$ cat config.mk
export PLATFORM = sky130hd
export DESIGN_NAME = sync_length_checksum_deframer
export DESIGN_NICKNAME = d
export VERILOG_FILES = /design/src/hw/rtl/slcd_pkg.sv /design/src/hw/rtl/slcd_ctrl.sv /design/src/hw/rtl/slcd_datapath.sv /design/src/hw/rtl/sync_length_checksum_deframer.sv
export SDC_FILE = /design/constraint.sdc
export NUM_CORES = 1
export LEC_CHECK = 0
export CAP_MARGIN = 0
export CORE_MARGIN = 2
export CORE_UTILIZATION = 40
export CTS_BUF_LIST = sky130_fd_sc_hd__clkbuf_16
export DETAILED_ROUTE_END_ITERATION = 6
export DONT_BUFFER_PORTS = 1
export GPL_TIMING_DRIVEN = 0
export SYNTH_ARGS = -nofsm -noshare
export SYNTH_HDL_FRONTEND = slang
export SYNTH_SLANG_ARGS = --single-unit
$ cat constraint.sdc
create_clock -name clock -period 6.9 [get_ports clock]
set_clock_uncertainty 0.1 [all_clocks]
set_input_delay 0.69 -clock clock [delete_from_list [all_inputs] [get_ports clock]]
set_output_delay 0.69 -clock clock [all_outputs]
set_load 0.005 [all_outputs]
$ cat src/hw/rtl/slcd_pkg.sv
// Shared types, constants and a function for the sync/length/checksum deframer.
`timescale 1ns / 1ps
package slcd_pkg;

   localparam int unsigned LENGTH_WIDTH_DEFAULT = 16;
   localparam logic [7:0]  SYNC_FIRST           = 8'hAA;
   localparam logic [7:0]  SYNC_SECOND          = 8'h55;
   localparam logic [15:0] SUM_ALL_ONES         = 16'hFFFF;
   localparam logic [15:0] MAX_PAYLOAD_RESET    = 16'd512;
   localparam logic        REG_MAX_PAYLOAD      = 1'b0;

   // controller -> datapath
   typedef struct packed {
      logic       hold_wr;     // write header hold entry
      logic [1:0] hold_idx;
      logic       sum_hi_wr;   // checksum high byte
      logic       sum_lo_wr;   // checksum low byte, length load, frame start
      logic       pay_step;    // payload byte
      logic       replay_sel;  // byte comes from header hold
      logic [1:0] replay_idx;
   } dp_cmd_type;

   // datapath -> controller
   typedef struct packed {
      logic is_sync1;
      logic is_sync2;
      logic check_fail;
      logic len_zero;
      logic pay_last;
   } dp_status_type;

   // 16-bit ones-complement add with end-around carry
   function automatic logic [15:0] ones_add(input logic [15:0] a, input logic [15:0] b);
      logic [16:0] s;
      logic [16:0] f;
      s = {1'b0, a} + {1'b0, b};
      f = {1'b0, s[15:0]} + {16'd0, s[16]};
      return f[15:0];
   endfunction

endpackage

$ cat src/hw/rtl/slcd_ctrl.sv
// Deframer controller: hunt/header/payload sequencing and header replay.
`timescale 1ns / 1ps
module slcd_ctrl
   import slcd_pkg::*;
(
   input  logic          clock,
   input  logic          reset,
   input  logic          req_take,
   input  dp_status_type status,
   output dp_cmd_type    cmd,
   output logic          replay_busy
);

   typedef enum logic [1:0] {
      PH_HUNT_A,
      PH_HUNT_B,
      PH_HEADER,
      PH_PAYLOAD
   } phase_type;

   phase_type  phase_ff, phase_in;
   logic [2:0] index_ff, index_in;
   logic       replay_ff, replay_in;
   logic [1:0] rcnt_ff, rcnt_in;
   logic       step;
   logic [2:0] idx_minus2;

   assign step        = replay_ff | req_take;
   assign replay_busy = replay_ff;
   assign idx_minus2  = index_ff - 3'd2;

   always_comb begin
      phase_in       = phase_ff;
      index_in       = index_ff;
      replay_in      = replay_ff;
      rcnt_in        = rcnt_ff;
      cmd            = '0;
      cmd.replay_sel = replay_ff;
      cmd.replay_idx = rcnt_ff;
      cmd.hold_idx   = idx_minus2[1:0];

      if (replay_ff) begin
         rcnt_in = rcnt_ff + 2'd1;
         if (rcnt_ff == 2'd3) begin
            replay_in = 1'b0;
         end
      end

      if (step) begin
         case (phase_ff)
            PH_HUNT_A: begin
               phase_in = status.is_sync1 ? PH_HUNT_B : PH_HUNT_A;
            end
            PH_HUNT_B: begin
               phase_in = status.is_sync2 ? PH_HEADER : PH_HUNT_A;
               index_in = 3'd2;
            end
            PH_HEADER: begin
               if (index_ff < 3'd2) begin
                  phase_in = PH_HUNT_A;
                  index_in = 3'd0;
               end else begin
                  cmd.hold_wr = (index_ff <= 3'd5);
                  index_in    = index_ff + 3'd1;
                  if (index_ff == 3'd5 && status.check_fail) begin
                     // rescan length, version and check bytes from the hold
                     phase_in  = PH_HUNT_A;
                     index_in  = 3'd0;
                     replay_in = 1'b1;
                     rcnt_in   = 2'd0;
                  end
                  if (index_ff == 3'd6) begin
                     cmd.sum_hi_wr = 1'b1;
                  end
                  if (index_ff == 3'd7) begin
                     cmd.sum_lo_wr = 1'b1;
                     index_in      = 3'd0;
                     phase_in      = status.len_zero ? PH_HUNT_A : PH_PAYLOAD;
                  end
               end
            end
            PH_PAYLOAD: begin
               cmd.pay_step = 1'b1;
               if (status.pay_last) begin
                  phase_in = PH_HUNT_A;
               end
            end
            default: begin
               phase_in = PH_HUNT_A;
            end
         endcase
      end
   end

   always_ff @(posedge clock) begin
      if (reset) begin
         phase_ff  <= PH_HUNT_A;
         index_ff  <= 3'd0;
         replay_ff <= 1'b0;
         rcnt_ff   <= 2'd0;
      end else begin
         phase_ff  <= phase_in;
         index_ff  <= index_in;
         replay_ff <= replay_in;
         rcnt_ff   <= rcnt_in;
      end
   end

endmodule

$ cat src/hw/rtl/slcd_datapath.sv
// Deframer datapath: header hold, length, checksum, payload count, output register.
`timescale 1ns / 1ps
module slcd_datapath
   import slcd_pkg::*;
#(
   parameter int unsigned LENGTH_WIDTH = LENGTH_WIDTH_DEFAULT
) (
   input  logic          clock,
   input  logic          reset,
   input  logic [7:0]    in_byte,
   input  logic [15:0]   max_payload,
   input  dp_cmd_type    cmd,
   output dp_status_type status,
   input  logic          rsp_stall,
   output logic          rsp_valid,
   output logic [7:0]    rsp_out_byte,
   output logic          rsp_byte_valid,
   output logic          rsp_frame_end,
   output logic          rsp_checksum_ok,
   output logic [15:0]   rsp_frame_length
);

   localparam int unsigned PAD = 17 - LENGTH_WIDTH;

   logic [7:0]              hold_ff [4];
   logic [LENGTH_WIDTH-1:0] length_ff, length_in;
   logic [15:0]             expect_ff, expect_in;
   logic [15:0]             count_ff, count_in;
   logic [15:0]             acc_ff, acc_in;
   logic [7:0]              hi_ff, hi_in;

   logic                    valid_ff, valid_in;
   logic [7:0]              obyte_ff, obyte_in;
   logic                    bvalid_ff, bvalid_in;
   logic                    fend_ff, fend_in;
   logic                    ok_ff, ok_in;
   logic [15:0]             flen_ff, flen_in;

   logic [7:0]              cur;
   logic [15:0]             raw_len;
   logic [LENGTH_WIDTH-1:0] new_len;
   logic [15:0]             new_expect;
   logic                    pay_valid;
   logic                    pay_last;
   logic [16:0]             pos_next;

   assign cur        = cmd.replay_sel ? hold_ff[cmd.replay_idx] : in_byte;
   assign raw_len    = {hold_ff[0], hold_ff[1]};
   assign new_len    = raw_len[LENGTH_WIDTH-1:0];
   assign new_expect = {expect_ff[15:8], cur};
   assign pos_next   = {1'b0, count_ff} + 17'd1;
   assign pay_valid  = count_ff < max_payload;
   assign pay_last   = pos_next >= {{PAD{1'b0}}, length_ff};

   assign status.is_sync1   = (cur == SYNC_FIRST);
   assign status.is_sync2   = (cur == SYNC_SECOND);
   assign status.check_fail = ((hold_ff[0] ^ hold_ff[1]) != cur);
   assign status.len_zero   = (new_len == '0);
   assign status.pay_last   = pay_last;

   always_comb begin
      length_in = length_ff;
      expect_in = expect_ff;
      count_in  = count_ff;
      acc_in    = acc_ff;
      hi_in     = hi_ff;
      valid_in  = valid_ff & rsp_stall;
      obyte_in  = obyte_ff;
      bvalid_in = bvalid_ff;
      fend_in   = fend_ff;
      ok_in     = ok_ff;
      flen_in   = flen_ff;

      if (cmd.sum_hi_wr) begin
         expect_in = {cur, 8'd0};
      end
      if (cmd.sum_lo_wr) begin
         expect_in = new_expect;
         length_in = new_len;
         count_in  = 16'd0;
         acc_in    = 16'd0;
         hi_in     = 8'd0;
         if (status.len_zero) begin
            valid_in  = 1'b1;
            obyte_in  = 8'd0;
            bvalid_in = 1'b0;
            fend_in   = 1'b1;
            ok_in     = (new_expect == SUM_ALL_ONES);
            flen_in   = 16'(new_len);
         end
      end
      if (cmd.pay_step) begin
         if (!count_ff[0]) begin
            hi_in = cur;
            if (pay_last) begin
               acc_in = ones_add(acc_ff, {8'd0, cur});
            end
         end else begin
            acc_in = ones_add(acc_ff, {hi_ff, cur});
         end
         count_in = pos_next[15:0];
         if (pay_valid || pay_last) begin
            valid_in  = 1'b1;
            obyte_in  = pay_valid ? cur : 8'd0;
            bvalid_in = pay_valid;
            fend_in   = pay_last;
            ok_in     = pay_last && ((~acc_in) == expect_ff);
            flen_in   = 16'(length_ff);
         end
      end
   end

   always_ff @(posedge clock) begin
      if (cmd.hold_wr) begin
         hold_ff[cmd.hold_idx] <= cur;
      end
      length_ff <= length_in;
      expect_ff <= expect_in;
      count_ff  <= count_in;
      acc_ff    <= acc_in;
      hi_ff     <= hi_in;
      obyte_ff  <= obyte_in;
      bvalid_ff <= bvalid_in;
      fend_ff   <= fend_in;
      ok_ff     <= ok_in;
      flen_ff   <= flen_in;
      if (reset) begin
         valid_ff <= 1'b0;
      end else begin
         valid_ff <= valid_in;
      end
   end

   assign rsp_valid        = valid_ff;
   assign rsp_out_byte     = obyte_ff;
   assign rsp_byte_valid   = bvalid_ff;
   assign rsp_frame_end    = fend_ff;
   assign rsp_checksum_ok  = ok_ff;
   assign rsp_frame_length = flen_ff;

endmodule

$ cat src/hw/rtl/sync_length_checksum_deframer.sv
// Top level of the sync/length/checksum deframer with its register port.
//
//   channel  direction  handshake           payload
//   req      in         req_valid/req_stall  req_in_byte
//   rsp      out        rsp_valid/rsp_stall  out_byte, byte_valid, frame_end,
//                                            checksum_ok, frame_length
//   csr      in/out     APB-style            max_payload at byte address 0
//
// One request per cycle while req_stall is low; a request carrying a failed length
// check is followed by a replay of the four header hold bytes, with req_stall high.
// Results leave through a single output register; req_stall is high while it
// is full and rsp_stall holds it. Synchronous active-high reset returns to
// sync hunting with max_payload at 512.
`timescale 1ns / 1ps
module sync_length_checksum_deframer
   import slcd_pkg::*;
#(
   parameter int unsigned LENGTH_WIDTH = LENGTH_WIDTH_DEFAULT
) (
   input  logic        clock,
   input  logic        reset,
   input  logic        req_valid,
   output logic        req_stall,
   input  logic [7:0]  req_in_byte,
   output logic        rsp_valid,
   input  logic        rsp_stall,
   output logic [7:0]  rsp_out_byte,
   output logic        rsp_byte_valid,
   output logic        rsp_frame_end,
   output logic        rsp_checksum_ok,
   output logic [15:0] rsp_frame_length,
   input  logic        csr_psel,
   input  logic        csr_penable,
   input  logic        csr_pwrite,
   input  logic [2:0]  csr_paddr,
   input  logic [31:0] csr_pwdata,
   output logic [31:0] csr_prdata,
   output logic        csr_pready
);

   dp_cmd_type    cmd;
   dp_status_type status;
   logic          replay_busy;
   logic          req_take;
   logic [15:0]   max_payload_ff, max_payload_in;
   logic          csr_wr;

   assign req_stall = replay_busy | (rsp_valid & rsp_stall);
   assign req_take  = req_valid & ~req_stall;

   assign csr_pready = 1'b1;
   assign csr_wr     = csr_psel & csr_penable & csr_pwrite & csr_pready;
   assign max_payload_in = (csr_wr && csr_paddr[2] == REG_MAX_PAYLOAD)
                           ? csr_pwdata[15:0] : max_payload_ff;
   assign csr_prdata = (csr_paddr[2] == REG_MAX_PAYLOAD) ? {16'd0, max_payload_ff} : 32'd0;

   always_ff @(posedge clock) begin
      if (reset) begin
         max_payload_ff <= MAX_PAYLOAD_RESET;
      end else begin
         max_payload_ff <= max_payload_in;
      end
   end

   slcd_ctrl u_ctrl (
      .clock       (clock),
      .reset       (reset),
      .req_take    (req_take),
      .status      (status),
      .cmd         (cmd),
      .replay_busy (replay_busy)
   );

   slcd_datapath #(
      .LENGTH_WIDTH (LENGTH_WIDTH)
   ) u_datapath (
      .clock            (clock),
      .reset            (reset),
      .in_byte          (req_in_byte),
      .max_payload      (max_payload_ff),
      .cmd              (cmd),
      .status           (status),
      .rsp_stall        (rsp_stall),
      .rsp_valid        (rsp_valid),
      .rsp_out_byte     (rsp_out_byte),
      .rsp_byte_valid   (rsp_byte_valid),
      .rsp_frame_end    (rsp_frame_end),
      .rsp_checksum_ok  (rsp_checksum_ok),
      .rsp_frame_length (rsp_frame_length)
   );

endmodule

# After elaboration in Yosys (flattened, before gate mapping)
# Memories as Yosys holds them, arrays and structs flattened. A register that Yosys moved wholly into a read port is not among the register bits.
# Index checks and enable logic that the tools add are counted.
[totals]
regBits = 124
ramBits = 32
input_bits = 50
out_inout_bits = 62
mem_count = 1
[classes]
addsub = 8
magnitude_cmp = 4
eq_ne = 14
mux = 74
n_bitwise = 11
reduce_logical = 12
[mem_list]
columns = ["name", "words", "word_bits", "rd", "rd_ports_with_merged_regs", "wr", "line", "text"]
rows = [
  ["u_datapath.hold_ff", 4, 8, 3, 1, 1, "slcd_datapath.sv:25", "logic [7:0] hold_ff [4];"],
]
[ops]
columns = ["op", "n"]
rows = [
  ["$mux W16", 12],
  ["$mux W8", 11],
  ["$add A16 B1 Y16", 2],
  ["$mux W1", 31],
  ["$mux W2", 14],
  ["$add A16 B1 Y17 const B", 1],
  ["$add A16 B16 Y17", 1],
  ["$add A16 B8 Y17", 1],
  ["$ge A17 B16 Y1", 1],
  ["$eq A16 B16 Y1", 1],
  ["$eq A16 B16 Y1 const B", 1],
  ["$logic_not A16 Y1", 1],
  ["$lt A16 B16 Y1", 1],
  ["$not A16 Y16", 1],
  ["$mux W3", 4],
  ["$eq A3 B3 Y1 const B", 3],
  ["$eq A8 B7 Y1 const B", 1],
  ["$eq A8 B8 Y1 const B", 1],
  ["$ne A8 B8 Y1", 1],
  ["$pmux W2 S4", 1],
  ["$xor A8 B8 Y8", 1],
  ["$eq A2 B2 Y1 const B", 3],
  ["$pmux W3 S2", 1],
  ["$reduce_bool A2 Y1", 3],
  ["other kinds (16)", 25],
]

# Longest topological paths before layout
[logic_depth]
word_depth = 15
mapped_depth = 26
ltp_nobuf = 24

# Hierarchy
# From an unflattened synthesis, not the netlist that was laid out.
[hier_totals]
hier_cells = 1133
area_unflattened_um2 = 10540.1
[modules_own_cells]
columns = ["mod", "n_inst", "cells_per_inst", "area_each_um2"]
rows = [
  ["slcd_datapath", 1, 955, 8931.1],
  ["sync_length_checksum_deframer", 1, 109, 997.2],
  ["slcd_ctrl", 1, 69, 611.8],
]

# Least setup slack after synthesis
# No wires, ideal clock.
[synth_timing]
path_kind = "register to register"
startpoint = "reg, netlist name u_ctrl.rcnt_ff[0]"
endpoint = "reg u_datapath.ok_ff, in the netlist u_datapath.rsp_checksum_ok"
t_arrival_ps = 5491
t_required_ps = 6716
setup_slack_ps = 1225
path_stages_with_launch = 26
cell_sequence = "dfxtp_1 -> buf_2 -> mux4_2 -> mux2i_1 -> inv_1 -> ha_1 -> fa_1 -> a211oi_2 -> o31a_1 -> buf_6 -> a21oi_2 -> nor2_1 -> o21ai_1 -> a21o_1 -> a21o_1 -> ha_1 -> and3_1 -> buf_1 -> xor2_1 -> a211oi_1 -> a311oi_1 -> o2111a_1 -> nand4_1 -> a2111oi_2 -> nand4_1 -> o31ai_2"
[synth_lines]
columns = ["item", "line", "text"]
rows = [
  ["end signal: assignment", "slcd_datapath.sv:125", "ok_ff <= ok_in;"],
  ["end: declaration", "slcd_datapath.sv:36", "logic ok_ff, ok_in;"],
]

==> metrics.md <==
| Metric | Value |
|---|---|
| Status | `completed` |
| Fmax | `153 MHz` |
| Post-synth top area share | `24.6%` |
| CP Capture Type | `flop` |
| Longest Clk Path Bufs | `2` |
| R2R depth | `25` |
| Initial DRC Count | `740` |
| Placement Cell Area | `10200 um2` |
| Worst EP required | `about 7.1 ns` |
| Worst-path clk slew | `0.07 ns` |
| CP Launch Point | `u_ctrl.rcnt_ff[0]$_SDFF_PP0_` |
| Dpl ws | `-0.349 ns` |
| Final Hold Fails | `0` |
| DIE AREA | `25600 um2` |
| Num rows | `57` |
| Post-synth EDFFs | `80` |
| Power per cell area | `221 nW/um2` |
| Final setup violation count | `0` |
| Maxcap violations | `0` |
| Die height | `160 um` |
| # diodes | `0` |
| Initial core utilization | `40.4%` |
| Mapped Area | `9750 um2` |
| Detail Route Antenna Nets | `0` |
| Largest area contributor in the netlist | `edfxtp_1` |
| Inserted Clock Buffers | `17` |
| Hold Path Origin | `csr_pwdata[9]` |
| Hold-fix buffers, CTS | `0` |
| Syn Inst Count | `1029` |
| Synth unique cells | `a little over 90` |
| Max_slew headroom | `6.56%` |
| Vias after detailed routing | `8022` |
| Die X | `about 160 um` |
| Total GRT Usage | `a little over a fifth` |
| First-pass GRT wire length | `43400 um` |
| Final worst-path cycle share | `94.6%` |
| CTS tree | `yes` |
| Syn. warnings | `0` |
| CTS root buf | `clkbuf_16` |
| Worst EP arrival | `roughly 6.8 ns` |
| Fin crit period | `6.53 ns` |
| Synth Flop Type | `edfxtp_1` |
| Initial antenna violation count | `0` |
| Layout Cells excl Fill | `1406` |
| R2R Setup Slk | `approximately 0.37 ns` |
| Worst IR Drop VDD | `0.000185 V` |
| Synth top area cells | `edfxtp_1, dfxtp_1, ha_1` |
| WHS Path Cells | `1` |
| Cell total after placement | `1368` |
| Pins over their slew limit | `0` |
| GP Congestion | `slightly below 0.9` |
| GRT overflow | `0` |
| Layout cells sized above 1 | `roughly 11%` |
| IO Pins | `112` |
| Core area | `between 20000 and 25000 um2` |
| DR WL/cell | `19.8 um` |
| Register area share after synthesis | `40.2%` |
| Vias/cell | `5.71` |
| Hold slack | `0.268 ns` |
| RR Startpoint | `u_ctrl.rcnt_ff[0]$_SDFF_PP0_` |
| Area Overhead vs Synth | `12.2%` |
| Slew @ Worst Pin | `1.39 ns` |
| Critical Path Fanout Max | `9` |
| CP Class | `flop to flop` |
| H-tree levels | `4` |
| Hold Crit Class | `input pin to flop` |
| Largest net degree at the start of global routing | `22` |
| Startpoint types | `flop` |
| Worst Slack Setup Final | `0.371 ns` |
| Number of global-route vias before repair | `7574` |
| DRC violations left | `0` |
| Layout Nets | `1183` |
| Leakage Power | `3.97 nW` |
| WL final | `approximately 28000 um` |
| Post-route cell area | `approximately 11000 um2` |
| Clock latency at the later pin of the worst-skew pair | `approximately 0.44 ns` |
| Post-synth ARST share | `0%` |
| PortBufs | `0` |
| Syn Area/Cell | `9.48 um2` |
| First drt pass iteration count | `5` |
| HPWL Detailed | `21200 um` |
| Yosys reg bits | `156` |
| CTS Sinks | `approximately 160` |
what timing repair did:
action	4_1_cts	5_1_grt
buffers inserted	0	6
setup endpoints to repair	3	1
resized for setup	9	17
Yosys cell counts, types with 6 or more instances:
master,instances
and3_1,10
o211ai_1,6
buf_4,18
a22o_1,11
buf_1,6
nor4_1,13
inv_1,62
and2_1,23
nand2b_1,6
edfxtp_1,80
a211oi_1,7
mux2i_1,10
nor2b_1,7
o21ai_0,93
o22ai_1,6
nand3_1,35
dfxtp_1,76
a21oi_1,48
nor2_1,64
mux4_2,8
ha_1,63
a21o_1,13
clkbuf_1,32
a31oi_1,6
xor2_1,38
nand4_1,24
xnor2_1,43
nor3_1,23
a221oi_1,7
nand2_1,77
critical path, cell delays in order (launching register included):
cell      delay, ns
dfxtp_1        0.33
buf_2          0.29
mux4_2         0.57
mux2i_2        0.38
inv_1          0.36
ha_1           0.39
buf_2          0.21
o21a_1         0.20
o21ai_0        0.11
a21oi_2        0.22
nor2_2         0.11
o21ai_1        0.25
a21o_1         0.15
a21o_1         0.20
ha_1           0.19
ha_1           0.18
nand2_1        0.07
nor3_2         0.30
nand3_1        0.27
nor3_2         0.37
o211ai_1       0.17
xor2_1         0.28
o21ai_0        0.18
o311a_1        0.37
nand4_1        0.10
o31ai_2        0.07
cell type report:
class / count / area (um2)
plain buffers: 60 / 310
clock buffers: 17 / 425
well taps: 324 / 405
repair buffers: 7 / 50.0
clock inverters: 15 / 150
fillers: 2353 / 13200
multi-input cells: 765 / 5430
inverters: 62 / 244
flip-flops and latches: 156 / 3920
flip-flops by register name (all words and copies together) (netlist names), 2 cells and up:
register / count
u_datapath.expect_ff: 16
u_ctrl.rcnt_ff: 2
u_datapath.length_ff: 16
u_ctrl.index_ff: 3
u_datapath.count_ff: 16
u_datapath.hi_ff: 8
u_datapath.rsp_frame_length: 16
u_ctrl.phase_ff: 2
u_datapath.hold_ff: 32
u_datapath.rsp_out_byte: 8
max_payload_ff: 16
u_datapath.acc_ff: 16
kinds of logic (layout without fill, tap and decap cells):
family | count (synthesis) | after routing | synth area share (%)
AND/OR/NAND/NOR | 317 | 317 | 16.9
AO/OA/AOI/OAI | 262 | 262 | 18.0
flip-flops | 156 | 156 | 40.2
buffers and inverters | 123 | 161 | 5.56
XOR/XNOR | 83 | 83 | 7.61
adder cells (fa/ha/maj) | 64 | 64 | 8.29
multiplexers | 22 | 22 | 3.34
other | 2 | 17 | 0.0770
stage by stage:
| step | total power (W) | setup TNS, ns | util, % |
|---|---|---|---|
| finish | 0.00241 | 0 | 45.4 |
| global route | 0.00252 | -0.0235 | 45.4 |
| CTS | 0.00242 | 0 | 44.9 |
| detailed placement | 0.00151 | -0.407 | 42.4 |
| global placement | 0.00150 | -0.492 | 42.4 |
| floorplan | 0.00140 | 0 | - |
where the power goes:
| part | switching [W] | leakage, nW | internal, W |
|---|---|---|---|
| registers | 0.0000464 | 1.34 | 0.00101 |
| clock network | 0.000434 | 0.280 | 0.000480 |
| logic | 0.000270 | 2.35 | 0.000171 |
routing by layer:
layer,wire (um),vias up,GRT usage (%)
li1,-,3833,-
met1,12200,3854,29.0
met2,13000,300,35.7
met3,2100,35,5.30
met4,556,0,5.65
met5,0,-,0
final timing paths:
kind                                        end
max          u_datapath.rsp_checksum_ok$_DFF_P_
min              max_payload_ff[9]$_SDFFE_PP1P_
max reg2reg  u_datapath.rsp_checksum_ok$_DFF_P_
min reg2reg      max_payload_ff[4]$_SDFFE_PP0P_
placed cells by master (no fill, tap or decap), drive strengths merged, types with 9 or more instances in the layout:
master	count
o21ai	94
edfxtp	80
nand2	77
dfxtp	76
inv	67
nor2	64
ha	63
a21oi	50
clkbuf	48
xnor2	45
xor2	38
buf	36
nand3	35
nor3	25
nand4	24
and2	23
conb	17
nor4	15
a21o	14
a22o	11
and3	10
mux2i	10
a211oi	9
(Power assumes the default switching activity.)
